==> src/rtl/trapezoid_move_profile_brake_top_macros.svh <==
// Assertion macros shared by the trapezoid move profile RTL.
// Each macro expects clk and arst_n to be visible where it is used.
`ifndef TRAPEZOID_MOVE_PROFILE_BRAKE_TOP_MACROS_SVH
`define TRAPEZOID_MOVE_PROFILE_BRAKE_TOP_MACROS_SVH

// Condition must hold at every clock edge out of reset
`define TMPB_ASSERT(label, expr, msg) \
	label: assert property (@(posedge clk) disable iff (!arst_n) (expr)) else $error(msg);

// Consequent must hold in the cycle after the antecedent
`define TMPB_ASSERT_NEXT(label, ante, cons, msg) \
	label: assert property (@(posedge clk) disable iff (!arst_n) (ante) |=> (cons)) \
		else $error(msg);

`endif

==> src/rtl/tmpb_pkg.sv <==
// Shared types and constants for the trapezoid move profile block.
// No dependencies; used by every module under rtl.
`timescale 1ns / 1ps
`default_nettype none

package tmpb_pkg;

	localparam int MAG_W   = 23;
	localparam int PCT_W   = 7;
	localparam int RAMP_W  = 16;
	localparam int DUTY_W  = 16;
	localparam int CFG_W   = 23;
	localparam int IDX_W   = 3;
	localparam int OUT_W   = 24;
	localparam int NUM_W   = 23;
	localparam int PROD_W  = DUTY_W + NUM_W;
	localparam int DIV_STEPS = 16;
	localparam int CNT_W   = $clog2(DIV_STEPS);

	localparam logic [MAG_W-1:0] MAG_MAX = {MAG_W{1'b1}};
	localparam logic [6:0] PCT_FULL = 7'd100;

	// Register reset values
	localparam logic [MAG_W-1:0]  RST_TARGET    = 23'd360;
	localparam logic [PCT_W-1:0]  RST_MAX_PCT   = 7'd25;
	localparam logic [PCT_W-1:0]  RST_MIN_PCT   = 7'd10;
	localparam logic [RAMP_W-1:0] RST_RAMP_UP   = 16'd100;
	localparam logic [RAMP_W-1:0] RST_RAMP_DOWN = 16'd150;
	localparam logic [PCT_W-1:0]  RST_BRAKE_PCT = 7'd15;
	localparam logic [RAMP_W-1:0] RST_PERIOD    = 16'd60000;

	typedef enum logic [IDX_W-1:0] {
		REG_TARGET    = 3'd0,
		REG_MAX_PCT   = 3'd1,
		REG_MIN_PCT   = 3'd2,
		REG_RAMP_UP   = 3'd3,
		REG_RAMP_DOWN = 3'd4,
		REG_BRAKE_PCT = 3'd5,
		REG_PERIOD    = 3'd6
	} reg_idx_t;

	typedef enum logic [1:0] {
		PH_PROFILE = 2'd0,
		PH_BRAKE   = 2'd1,
		PH_DONE    = 2'd2
	} phase_t;

	// What the back end has to drive for one tick
	typedef enum logic [1:0] {
		K_STOP  = 2'd0,
		K_RAMP  = 2'd1,
		K_CONST = 2'd2,
		K_BRAKE = 2'd3
	} kind_t;

	typedef enum logic [2:0] {
		BK_IDLE  = 3'd0,
		BK_PROD  = 3'd1,
		BK_SCALE = 3'd2,
		BK_MUL   = 3'd3,
		BK_DIV   = 3'd4,
		BK_OUT   = 3'd5
	} back_state_t;

	typedef struct packed {
		logic [MAG_W-1:0]  target;
		logic [PCT_W-1:0]  max_pct;
		logic [PCT_W-1:0]  min_pct;
		logic [RAMP_W-1:0] ramp_up;
		logic [RAMP_W-1:0] ramp_down;
		logic [PCT_W-1:0]  brake_pct;
		logic [RAMP_W-1:0] period;
	} cfg_t;

	typedef struct packed {
		kind_t             kind;
		logic [RAMP_W-1:0] x;
		logic [RAMP_W-1:0] d;
		phase_t            phase;
	} job_t;

	typedef struct packed {
		logic [DUTY_W-1:0] duty;
		logic              reverse;
		logic              drive_enable;
		phase_t            move_phase;
	} res_t;

endpackage

`default_nettype wire

==> src/rtl/tmpb_front.sv <==
// Front end: takes encoder beats, tracks phase and last magnitude, emits jobs.
// Depends on tmpb_pkg.
`timescale 1ns / 1ps
`default_nettype none

module tmpb_front #(
	parameter int COUNT_BITS = 24
) (
	input  wire logic                  clk,
	input  wire logic                  arst_n,
	input  wire logic                  in_valid,
	output logic                       in_ready,
	input  wire logic                  restart,
	input  wire logic [COUNT_BITS-1:0] enc_count,
	input  wire tmpb_pkg::cfg_t        cfg,
	input  wire logic                  q_full,
	output logic                       q_push,
	output tmpb_pkg::job_t             q_job
);

	localparam int MagExtW = 33;

	tmpb_pkg::phase_t             phase_q;
	logic [tmpb_pkg::MAG_W-1:0]   last_q;

	logic [COUNT_BITS-1:0]        mag;
	logic [MagExtW-1:0]           mag_w;
	logic [tmpb_pkg::MAG_W-1:0]   cur;
	tmpb_pkg::phase_t             base_phase;
	logic [tmpb_pkg::MAG_W-1:0]   base_last;
	logic [tmpb_pkg::MAG_W-1:0]   remaining;
	logic                         in_down;
	logic                         in_up;
	logic                         up_span;
	logic [tmpb_pkg::RAMP_W-1:0]  x;
	tmpb_pkg::phase_t             next_phase;
	tmpb_pkg::kind_t              kind;
	logic [tmpb_pkg::RAMP_W-1:0]  d;

	assign in_ready = !q_full;
	assign q_push   = in_valid && !q_full;

	// Saturated magnitude of the signed count
	always_comb begin
		mag   = enc_count[COUNT_BITS-1] ? (~enc_count + 1'b1) : enc_count;
		mag_w = {{(MagExtW-COUNT_BITS){1'b0}}, mag};
		cur   = (mag_w > MagExtW'(tmpb_pkg::MAG_MAX)) ? tmpb_pkg::MAG_MAX
			: mag_w[tmpb_pkg::MAG_W-1:0];
	end

	// Classify the tick and step the phase
	always_comb begin
		base_phase = restart ? tmpb_pkg::PH_PROFILE : phase_q;
		base_last  = restart ? '0 : last_q;
		remaining  = cfg.target - cur;
		in_down    = remaining < {7'd0, cfg.ramp_down};
		in_up      = cur < {7'd0, cfg.ramp_up};
		up_span    = cfg.max_pct > cfg.min_pct;
		x          = in_down ? remaining[tmpb_pkg::RAMP_W-1:0] : cur[tmpb_pkg::RAMP_W-1:0];
		d          = in_down ? cfg.ramp_down : cfg.ramp_up;
		next_phase = base_phase;
		kind       = tmpb_pkg::K_STOP;
		case (base_phase)
			tmpb_pkg::PH_PROFILE: begin
				if (cur >= cfg.target) begin
					next_phase = tmpb_pkg::PH_BRAKE;
					kind       = tmpb_pkg::K_BRAKE;
				end else if (in_down || in_up) begin
					// Ramp speed is zero only with no floor and no rise
					if (cfg.min_pct == '0 && !(x != '0 && up_span)) begin
						next_phase = tmpb_pkg::PH_BRAKE;
						kind       = tmpb_pkg::K_BRAKE;
					end else begin
						kind = tmpb_pkg::K_RAMP;
					end
				end else if (cfg.max_pct == '0 && cfg.min_pct == '0) begin
					next_phase = tmpb_pkg::PH_BRAKE;
					kind       = tmpb_pkg::K_BRAKE;
				end else begin
					kind = tmpb_pkg::K_CONST;
				end
			end
			default: begin
				// Braking or done: settle when the count stops rising
				if (cur <= base_last) begin
					next_phase = tmpb_pkg::PH_DONE;
					kind       = tmpb_pkg::K_STOP;
				end else begin
					kind = tmpb_pkg::K_BRAKE;
				end
			end
		endcase
	end

	assign q_job = '{kind: kind, x: x, d: d, phase: next_phase};

	// Commit phase and magnitude on each accepted beat
	always_ff @(posedge clk or negedge arst_n) begin
		if (!arst_n) begin
			phase_q <= tmpb_pkg::PH_PROFILE;
			last_q  <= '0;
		end else if (q_push) begin
			phase_q <= next_phase;
			last_q  <= cur;
		end
	end

endmodule

`default_nettype wire

==> src/rtl/tmpb_fifo.sv <==
// Two-entry job queue between the front end and the back end.
// Depends on tmpb_pkg.
`timescale 1ns / 1ps
`default_nettype none

module tmpb_fifo (
	input  wire logic           clk,
	input  wire logic           arst_n,
	input  wire logic           push,
	input  wire tmpb_pkg::job_t wr_job,
	input  wire logic           pop,
	output tmpb_pkg::job_t      rd_job,
	output logic                full,
	output logic                empty
);

	tmpb_pkg::job_t mem_q [2];
	logic           wr_ptr_q;
	logic           rd_ptr_q;
	logic [1:0]     cnt_q;

	assign full   = cnt_q == 2'd2;
	assign empty  = cnt_q == 2'd0;
	assign rd_job = mem_q[rd_ptr_q];

	// Store the pushed job
	always_ff @(posedge clk) begin
		if (push) begin
			mem_q[wr_ptr_q] <= wr_job;
		end
	end

	// Advance pointers and occupancy
	always_ff @(posedge clk or negedge arst_n) begin
		if (!arst_n) begin
			wr_ptr_q <= 1'b0;
			rd_ptr_q <= 1'b0;
			cnt_q    <= 2'd0;
		end else begin
			if (push) begin
				wr_ptr_q <= !wr_ptr_q;
			end
			if (pop) begin
				rd_ptr_q <= !rd_ptr_q;
			end
			if (push && !pop) begin
				cnt_q <= cnt_q + 2'd1;
			end else if (pop && !push) begin
				cnt_q <= cnt_q - 2'd1;
			end
		end
	end

endmodule

`default_nettype wire

==> src/rtl/tmpb_back.sv <==
// Back end: turns a job into a PWM duty with multipliers and a serial divider,
// then holds the result in the output register. Depends on tmpb_pkg and the macros.
`timescale 1ns / 1ps
`default_nettype none
`include "trapezoid_move_profile_brake_top_macros.svh"

module tmpb_back (
	input  wire logic           clk,
	input  wire logic           arst_n,
	input  wire tmpb_pkg::cfg_t cfg,
	input  wire logic           q_empty,
	input  wire tmpb_pkg::job_t q_job,
	output logic                q_pop,
	output logic                out_valid,
	input  wire logic           out_ready,
	output tmpb_pkg::res_t      out_res
);

	tmpb_pkg::back_state_t          state_q;
	tmpb_pkg::back_state_t          state_d;
	tmpb_pkg::job_t                 job_q;
	logic [tmpb_pkg::NUM_W-1:0]     a_q;
	logic [tmpb_pkg::NUM_W-1:0]     b_q;
	logic [tmpb_pkg::NUM_W-1:0]     den100_q;
	logic [tmpb_pkg::NUM_W-1:0]     num_q;
	logic                           nz_q;
	logic [tmpb_pkg::NUM_W-1:0]     rem_q;
	logic [tmpb_pkg::DUTY_W-1:0]    quo_q;
	logic [tmpb_pkg::CNT_W-1:0]     cnt_q;
	logic                           out_valid_q;
	tmpb_pkg::res_t                 out_q;

	logic                           load_out;
	logic                           last_step;
	logic [tmpb_pkg::PCT_W-1:0]     span;
	logic [tmpb_pkg::NUM_W:0]       sum;
	logic [tmpb_pkg::PROD_W-1:0]    prod;
	logic [tmpb_pkg::NUM_W:0]       trial;
	logic [tmpb_pkg::NUM_W:0]       diff;
	logic                           ge;

	assign last_step = cnt_q == tmpb_pkg::CNT_W'(tmpb_pkg::DIV_STEPS - 1);

	// Sequencer next state
	always_comb begin
		state_d  = state_q;
		q_pop    = 1'b0;
		load_out = 1'b0;
		case (state_q)
			tmpb_pkg::BK_IDLE: begin
				if (!q_empty) begin
					q_pop   = 1'b1;
					state_d = tmpb_pkg::BK_PROD;
				end
			end
			tmpb_pkg::BK_PROD:  state_d = tmpb_pkg::BK_SCALE;
			tmpb_pkg::BK_SCALE: state_d = tmpb_pkg::BK_MUL;
			tmpb_pkg::BK_MUL:   state_d = tmpb_pkg::BK_DIV;
			tmpb_pkg::BK_DIV: begin
				if (last_step) begin
					state_d = tmpb_pkg::BK_OUT;
				end
			end
			tmpb_pkg::BK_OUT: begin
				if (!out_valid_q || out_ready) begin
					load_out = 1'b1;
					state_d  = tmpb_pkg::BK_IDLE;
				end
			end
			default: state_d = tmpb_pkg::BK_IDLE;
		endcase
	end

	always_ff @(posedge clk or negedge arst_n) begin
		if (!arst_n) begin
			state_q <= tmpb_pkg::BK_IDLE;
		end else begin
			state_q <= state_d;
		end
	end

	// Datapath arithmetic
	always_comb begin
		span  = (cfg.max_pct > cfg.min_pct) ? (cfg.max_pct - cfg.min_pct) : '0;
		sum   = {1'b0, a_q} + {1'b0, b_q};
		prod  = tmpb_pkg::PROD_W'(cfg.period) * tmpb_pkg::PROD_W'(num_q);
		trial = {rem_q, quo_q[tmpb_pkg::DUTY_W-1]};
		diff  = trial - {1'b0, den100_q};
		ge    = trial >= {1'b0, den100_q};
	end

	// Numerator terms, clamp, product, then one quotient bit a cycle
	always_ff @(posedge clk) begin
		case (state_q)
			tmpb_pkg::BK_IDLE: begin
				job_q <= q_job;
			end
			tmpb_pkg::BK_PROD: begin
				case (job_q.kind)
					tmpb_pkg::K_RAMP: begin
						a_q      <= tmpb_pkg::NUM_W'(cfg.min_pct) * tmpb_pkg::NUM_W'(job_q.d);
						b_q      <= tmpb_pkg::NUM_W'(job_q.x) * tmpb_pkg::NUM_W'(span);
						den100_q <= tmpb_pkg::NUM_W'(job_q.d)
							* tmpb_pkg::NUM_W'(tmpb_pkg::PCT_FULL);
					end
					tmpb_pkg::K_CONST: begin
						a_q      <= tmpb_pkg::NUM_W'((cfg.max_pct > cfg.min_pct)
							? cfg.max_pct : cfg.min_pct);
						b_q      <= '0;
						den100_q <= tmpb_pkg::NUM_W'(tmpb_pkg::PCT_FULL);
					end
					tmpb_pkg::K_BRAKE: begin
						a_q      <= tmpb_pkg::NUM_W'(cfg.brake_pct);
						b_q      <= '0;
						den100_q <= tmpb_pkg::NUM_W'(tmpb_pkg::PCT_FULL);
					end
					default: begin
						a_q      <= '0;
						b_q      <= '0;
						den100_q <= tmpb_pkg::NUM_W'(tmpb_pkg::PCT_FULL);
					end
				endcase
			end
			tmpb_pkg::BK_SCALE: begin
				nz_q  <= sum != '0;
				num_q <= (sum > {1'b0, den100_q}) ? den100_q : sum[tmpb_pkg::NUM_W-1:0];
			end
			tmpb_pkg::BK_MUL: begin
				rem_q <= prod[tmpb_pkg::PROD_W-1:tmpb_pkg::DUTY_W];
				quo_q <= prod[tmpb_pkg::DUTY_W-1:0];
				cnt_q <= '0;
			end
			tmpb_pkg::BK_DIV: begin
				rem_q <= ge ? diff[tmpb_pkg::NUM_W-1:0] : trial[tmpb_pkg::NUM_W-1:0];
				quo_q <= {quo_q[tmpb_pkg::DUTY_W-2:0], ge};
				cnt_q <= cnt_q + 1'b1;
			end
			default: begin
				cnt_q <= cnt_q;
			end
		endcase
	end

	// Output register: hold the beat until taken
	always_ff @(posedge clk or negedge arst_n) begin
		if (!arst_n) begin
			out_valid_q <= 1'b0;
		end else if (load_out) begin
			out_valid_q <= 1'b1;
		end else if (out_ready) begin
			out_valid_q <= 1'b0;
		end
	end

	always_ff @(posedge clk) begin
		if (load_out) begin
			out_q.duty         <= nz_q ? quo_q : '0;
			out_q.reverse      <= nz_q && (job_q.kind == tmpb_pkg::K_BRAKE);
			out_q.drive_enable <= nz_q;
			out_q.move_phase   <= job_q.phase;
		end
	end

	assign out_valid = out_valid_q;
	assign out_res   = out_q;

	`TMPB_ASSERT(a_div_rem_below, (state_q != tmpb_pkg::BK_DIV) || (rem_q < den100_q), "divider remainder not below divisor")
	`TMPB_ASSERT(a_div_nonzero, (state_q != tmpb_pkg::BK_DIV) || (den100_q != '0), "divider started with zero divisor")
	`TMPB_ASSERT_NEXT(a_load_valid, load_out, out_valid_q, "result load did not raise valid")
	`TMPB_ASSERT_NEXT(a_pop_start, q_pop, state_q == tmpb_pkg::BK_PROD, "popped job not started")

endmodule

`default_nettype wire

==> src/rtl/trapezoid_move_profile_brake_top.sv <==
// Trapezoid move profile with reverse braking, one wheel.
// Channels: s_* takes one beat per control tick (restart flag and signed
//   encoder count); m_* returns one beat per tick (duty, reverse,
//   drive_enable, move_phase); cfg_* writes the seven profile registers.
// The front end classifies a beat in its accept cycle and queues a job in a
//   two-entry queue; the back end computes the duty with multipliers and a
//   16-step serial divider.
// The back end works through pop, the product terms, the clamp, the multiply,
//   16 divide steps and the output load, in that order, and pops the next job
//   only after the output load.
// s_tready stays high until the queue holds two jobs, so up to two ticks
//   can be taken ahead of the back end.
// When m_tready is low the result waits in the output register; the back
//   end finishes its current job and then holds, and the queue fills.
// Reset clears phase to profiling, the last magnitude to zero, empties the
//   queue and loads the register defaults. cfg_ready is always high; write
//   only while no tick is in flight.
`timescale 1ns / 1ps
`default_nettype none

module trapezoid_move_profile_brake_top #(
	parameter int COUNT_BITS = 24,
	localparam int SDataW = ((COUNT_BITS + 1 + 7) / 8) * 8
) (
	input  wire logic                          clk,
	input  wire logic                          arst_n,
	// s_tdata: [0] restart, [COUNT_BITS:1] enc_count, rest zero
	input  wire logic                          s_tvalid,
	output logic                               s_tready,
	input  wire logic [SDataW-1:0]             s_tdata,
	// m_tdata: [15:0] duty, [16] reverse, [17] drive_enable,
	//          [19:18] move_phase, rest zero
	output logic                               m_tvalid,
	input  wire logic                          m_tready,
	output logic [tmpb_pkg::OUT_W-1:0]         m_tdata,
	input  wire logic                          cfg_valid,
	output logic                               cfg_ready,
	input  wire logic [tmpb_pkg::IDX_W-1:0]    cfg_index,
	input  wire logic [tmpb_pkg::CFG_W-1:0]    cfg_data
);

	tmpb_pkg::cfg_t cfg_q;
	tmpb_pkg::job_t push_job;
	tmpb_pkg::job_t head_job;
	tmpb_pkg::res_t res;
	logic           q_push;
	logic           q_pop;
	logic           q_full;
	logic           q_empty;

	assign cfg_ready = 1'b1;

	// Profile registers; unused indexes drop the write
	always_ff @(posedge clk or negedge arst_n) begin
		if (!arst_n) begin
			cfg_q.target    <= tmpb_pkg::RST_TARGET;
			cfg_q.max_pct   <= tmpb_pkg::RST_MAX_PCT;
			cfg_q.min_pct   <= tmpb_pkg::RST_MIN_PCT;
			cfg_q.ramp_up   <= tmpb_pkg::RST_RAMP_UP;
			cfg_q.ramp_down <= tmpb_pkg::RST_RAMP_DOWN;
			cfg_q.brake_pct <= tmpb_pkg::RST_BRAKE_PCT;
			cfg_q.period    <= tmpb_pkg::RST_PERIOD;
		end else if (cfg_valid && cfg_ready) begin
			case (tmpb_pkg::reg_idx_t'(cfg_index))
				tmpb_pkg::REG_TARGET:    cfg_q.target    <= cfg_data[tmpb_pkg::MAG_W-1:0];
				tmpb_pkg::REG_MAX_PCT:   cfg_q.max_pct   <= cfg_data[tmpb_pkg::PCT_W-1:0];
				tmpb_pkg::REG_MIN_PCT:   cfg_q.min_pct   <= cfg_data[tmpb_pkg::PCT_W-1:0];
				tmpb_pkg::REG_RAMP_UP:   cfg_q.ramp_up   <= cfg_data[tmpb_pkg::RAMP_W-1:0];
				tmpb_pkg::REG_RAMP_DOWN: cfg_q.ramp_down <= cfg_data[tmpb_pkg::RAMP_W-1:0];
				tmpb_pkg::REG_BRAKE_PCT: cfg_q.brake_pct <= cfg_data[tmpb_pkg::PCT_W-1:0];
				tmpb_pkg::REG_PERIOD:    cfg_q.period    <= cfg_data[tmpb_pkg::RAMP_W-1:0];
				default:                 cfg_q           <= cfg_q;
			endcase
		end
	end

	tmpb_front #(
		.COUNT_BITS(COUNT_BITS)
	) u_front (
		.clk       (clk),
		.arst_n    (arst_n),
		.in_valid  (s_tvalid),
		.in_ready  (s_tready),
		.restart   (s_tdata[0]),
		.enc_count (s_tdata[COUNT_BITS:1]),
		.cfg       (cfg_q),
		.q_full    (q_full),
		.q_push    (q_push),
		.q_job     (push_job)
	);

	tmpb_fifo u_fifo (
		.clk    (clk),
		.arst_n (arst_n),
		.push   (q_push),
		.wr_job (push_job),
		.pop    (q_pop),
		.rd_job (head_job),
		.full   (q_full),
		.empty  (q_empty)
	);

	tmpb_back u_back (
		.clk       (clk),
		.arst_n    (arst_n),
		.cfg       (cfg_q),
		.q_empty   (q_empty),
		.q_job     (head_job),
		.q_pop     (q_pop),
		.out_valid (m_tvalid),
		.out_ready (m_tready),
		.out_res   (res)
	);

	// Pack the result beat
	assign m_tdata = {4'd0, res.move_phase, res.drive_enable, res.reverse, res.duty};

endmodule

`default_nettype wire

==> config.mk <==
export PLATFORM = sky130hd
export DESIGN_NAME = trapezoid_move_profile_brake_top
export DESIGN_NICKNAME = d
export VERILOG_FILES = /design/src/rtl/tmpb_pkg.sv /design/src/rtl/tmpb_front.sv /design/src/rtl/tmpb_fifo.sv /design/src/rtl/tmpb_back.sv /design/src/rtl/trapezoid_move_profile_brake_top.sv
export VERILOG_INCLUDE_DIRS = /design/src /design/src/rtl
export SDC_FILE = /design/constraint.sdc
export NUM_CORES = 2
export LEC_CHECK = 0
export BUFFER_PORTS_ARGS = -buffer_cell sky130_fd_sc_hd__buf_2
export CORE_MARGIN = 3
export CORE_UTILIZATION = 45
export DETAILED_ROUTE_END_ITERATION = 16
export GPL_TIMING_DRIVEN = 1
export MAX_ROUTING_LAYER = met4
export PLACE_DENSITY = 0.62
export SKIP_LAST_GASP = 1
export SLEW_MARGIN = 20
export SYNTH_ARGS = -nofsm -noshare
export SYNTH_HDL_FRONTEND = slang
export SYNTH_HIERARCHICAL = 1
export SYNTH_SLANG_ARGS = --single-unit
==> constraint.sdc <==
create_clock -name clk -period 7.4 [get_ports clk]
set_clock_uncertainty 0.2 [all_clocks]
set_input_delay 0.74 -clock clk [delete_from_list [all_inputs] [get_ports clk]]
set_output_delay 0.74 -clock clk [all_outputs]
set_load 0.05 [all_outputs]
==> results.sh <==
export IMPL_fin_crit_sh_pct=96.2
export IMPL_drc=0
export IMPL_critPathKind="flip-flop to flip-flop"
export IMPL_cts_tree="done"
export IMPL_finalHoldViolCount=0
export IMPL_place_congestion=0.957
export IMPL_die_w_um=317
export IMPL_firstDrtPassIters=6
export IMPL_synth_simple_gate_area_share_pct=16.3
export IMPL_dieArea_sq_um=100000
export IMPL_io_pins=90
export IMPL_whs_ps=161
export IMPL_grt_pass1_wl_um=185000
export IMPL_htree_levels=2
export IMPL_routedWlPerCell_um=19.7
export IMPL_area_delta_synth_final_pct=10.5
export IMPL_syn_avg_cell_area_sq_um=9.55
export IMPL_cap_violations=0
export IMPL_yosysWarningCount=6
export IMPL_place_area_sq_um=46100
export IMPL_slew_violations=0
export IMPL_synth_mux_area_share_pct=5.27
export IMPL_clk_path_buf_depth=3
export IMPL_vias=33000
export IMPL_netlist_area_sq_um=43400
export IMPL_async_reset_ff_share_pct=32.3
export IMPL_setup_viol=0
export IMPL_ys_seq_area_share_pct=25.4
export IMPL_synth_seq_cells=387
export IMPL_grt_max_degree=78
export IMPL_status="finished clean"
export IMPL_fp_coreArea_sq_um=95300
export IMPL_overflow=0
export IMPL_layout_drive_gt1_share_pct=12.7
export IMPL_cp_max_fo=10
export IMPL_clock_root_buffer="clkbuf_16"
export IMPL_layout_common_cells="inv_1 (695), nand2_1 (542), fa_1 (444), ha_1 (387), and2_1 (269)"
export IMPL_nets=5584
export IMPL_clock_sinks=387
export IMPL_start_util_pct=45.5
export IMPL_die_height_um=317
export IMPL_grt_pass1_vias=32900
export IMPL_clock_latency_ps=600
export IMPL_max_clock_freq_ghz=0.141
export IMPL_start_kind="flip-flop"
export IMPL_first_iter_violations=2506
export IMPL_fp_row_count=113
export IMPL_avgViaCountPerCell=5.50
export IMPL_wl_um=118000
export IMPL_synth_main_ff_cell="edfxtp_1"
export IMPL_hold_path_class="input pin to flip-flop"
export IMPL_yosys_cell_types_count=104
export IMPL_fin_area_sq_um=47900
export IMPL_drtAntennaViolNets=0
export IMPL_fin_crit_ps=7120
export IMPL_final_common_cell="inv_1"
export IMPL_clk_pin_slew_ps=70
export IMPL_synth_enable_flop_cells=262
export IMPL_synth_top_family_by_area="adder cells"
export IMPL_synthAdderAreaFrac_pct=31.8
export IMPL_fillers=8908
export IMPL_antenna_found_initial=3
export IMPL_grt_usage_pct=24.3
export IMPL_io_buffers=77
export IMPL_dp_final_hpwl_um=94000
export IMPL_required_ps=7540
export IMPL_tightest_slew_ps=1090
export IMPL_synth_compound_area_share_pct=10.2
export IMPL_synth_xor_area_share_pct=2.93
export IMPL_numCtsBuffers=46
export IMPL_arrival_ps=7250
export IMPL_syn_inst=4542
export IMPL_endpoint_kind="flip-flop"
export IMPL_slew_headroom_pct=26.7
sequential cells by signal, summed over array words and instances, names as in the netlist:
register and count:
u_back/den100_q 21, u_back/job_q 36, u_fifo/cnt_q 2, u_back/nz_q 1, u_back/a_q 23, u_back/b_q 23
u_front/last_q 23, u_fifo/mem_q 72, u_front/phase_q 2, u_back/out_valid 1, u_fifo/wr_ptr_q 1, cfg_q 92
u_fifo/rd_ptr_q 1, u_back/quo_q 16, u_back/rem_q 23, u_back/state_q 3, u_back/num_q 23, u_back/cnt_q 4
u_back/out_res 20
synth_stat cells (25+ instances only):
| cell type | instances | share of area, % |
|---|---|---|
| nand2b_1 | 53 | 0.76 |
| xnor2_1 | 89 | 1.8 |
| nand2_1 | 543 | 4.7 |
| and2_1 | 269 | 3.9 |
| fa_1 | 444 | 20 |
| xor2_1 | 56 | 1.1 |
| nand4_1 | 31 | 0.45 |
| and3_1 | 43 | 0.62 |
| edfxtp_1 | 262 | 18 |
| nor3_1 | 54 | 0.62 |
| inv_1 | 695 | 6.0 |
| ha_1 | 388 | 11 |
| o21ai_0 | 143 | 1.6 |
| mux2_4 | 46 | 1.6 |
| a31oi_1 | 41 | 0.59 |
| nor2_1 | 214 | 1.9 |
| or3_1 | 25 | 0.36 |
| dfrtp_1 | 98 | 5.7 |
| mux2i_1 | 38 | 0.88 |
| nor2b_1 | 27 | 0.39 |
| nand3_1 | 61 | 0.70 |
| a21oi_1 | 173 | 2.0 |
| clkbuf_1 | 136 | 1.2 |
| mux2_2 | 106 | 2.8 |
| dfstp_2 | 27 | 1.6 |
| a21o_1 | 67 | 1.2 |
final timing paths:
path | startpoint | end | slack (ps) | cells past startpoint
max | u_back/num_q[3] | u_back/rem_q[17] | 280 | 23
min | cfg_data[17] | cfg_q[86] | 160 | 2
max reg2reg | u_back/num_q[3] | u_back/rem_q[17] | 280 | 23
min reg2reg | u_back/job_q[0] | u_back/out_res[0] | 220 | 0
max in group asynchronous | arst_n | cfg_q[10] | 5070 | 3
min in group asynchronous | arst_n | cfg_q[91] | 560 | 2
worst max-delay path: stages, from the launching register on:
cell,delay [ps]
edfxtp_1,630
and2_1,300
fa_1,530
inv_1,50
fa_1,480
inv_1,60
fa_1,450
fa_1,510
fa_1,570
inv_1,60
fa_1,540
inv_1,50
ha_1,390
a21o_1,200
o21ai_0,160
a211oi_2,290
o211ai_1,200
a21oi_1,230
a21oi_1,100
buf_4,160
o311ai_1,340
xnor2_1,160
buf_4,140
mux2i_1,70
repair_timing:
item                                    4_1_cts  5_1_grt
setup buffers                                 0        6
hold buffers                                  1        0
resized for setup                             1       35
pin swaps                                     1        4
endpoints found under the setup margin        2       19
hold endpoints to repair                     21        0
cells by family after synthesis:
| kind of cell | count (synthesis) |
|---|---|
| and+or+nand+nor | 1423 |
| buffers and inverters | 873 |
| adders and majority gates | 839 |
| AOI/OAI and AO/OA | 681 |
| DFF | 387 |
| muxes | 192 |
| xor gates and xnor gates | 145 |
| other | 2 |
layer usage:
| metal | up-vias | wire length (um) | track usage [%] | share of wire [%] |
|---|---|---|---|---|
| li1 | 15500 | - | - | - |
| met1 | 16500 | 51300 | 32.0 | 44 |
| met2 | 863 | 57600 | 40.6 | 49 |
| met3 | 177 | 5460 | 2.11 | 4.6 |
| met4 | 0 | 3470 | 6.50 | 2.9 |
| met5 | - | 0 | - | 0 |
metrics by stage:
stage,utilization [%],worst slack [ps],std cells,TNS (ps)
after CTS,50.0,-10.5,5984,-10.5
after global placement,48.3,65.2,5898,0
final,50.3,283,5993,0
after detailed placement,48.3,5.92,5898,0
after global routing,50.3,-40.0,5992,-40.0
after floorplan,-,57.7,4545,0
area by class of cell:
type	instances	area [sq um]	share of cell area, %
flip-flops and latches	387	11000	23.0
clock inverters	32	372	0.775
repair buffers	272	1970	4.10
well taps	1265	1580	3.30
diodes	2	5.00	0.0104
inverters	697	2620	5.47
multi-input cells	3285	29100	60.7
clock buffers	53	1230	2.56
Power is left out: the tool's default activity adds up to more than one toggle a clock period on the data nets, which glitch-free logic cannot reach.
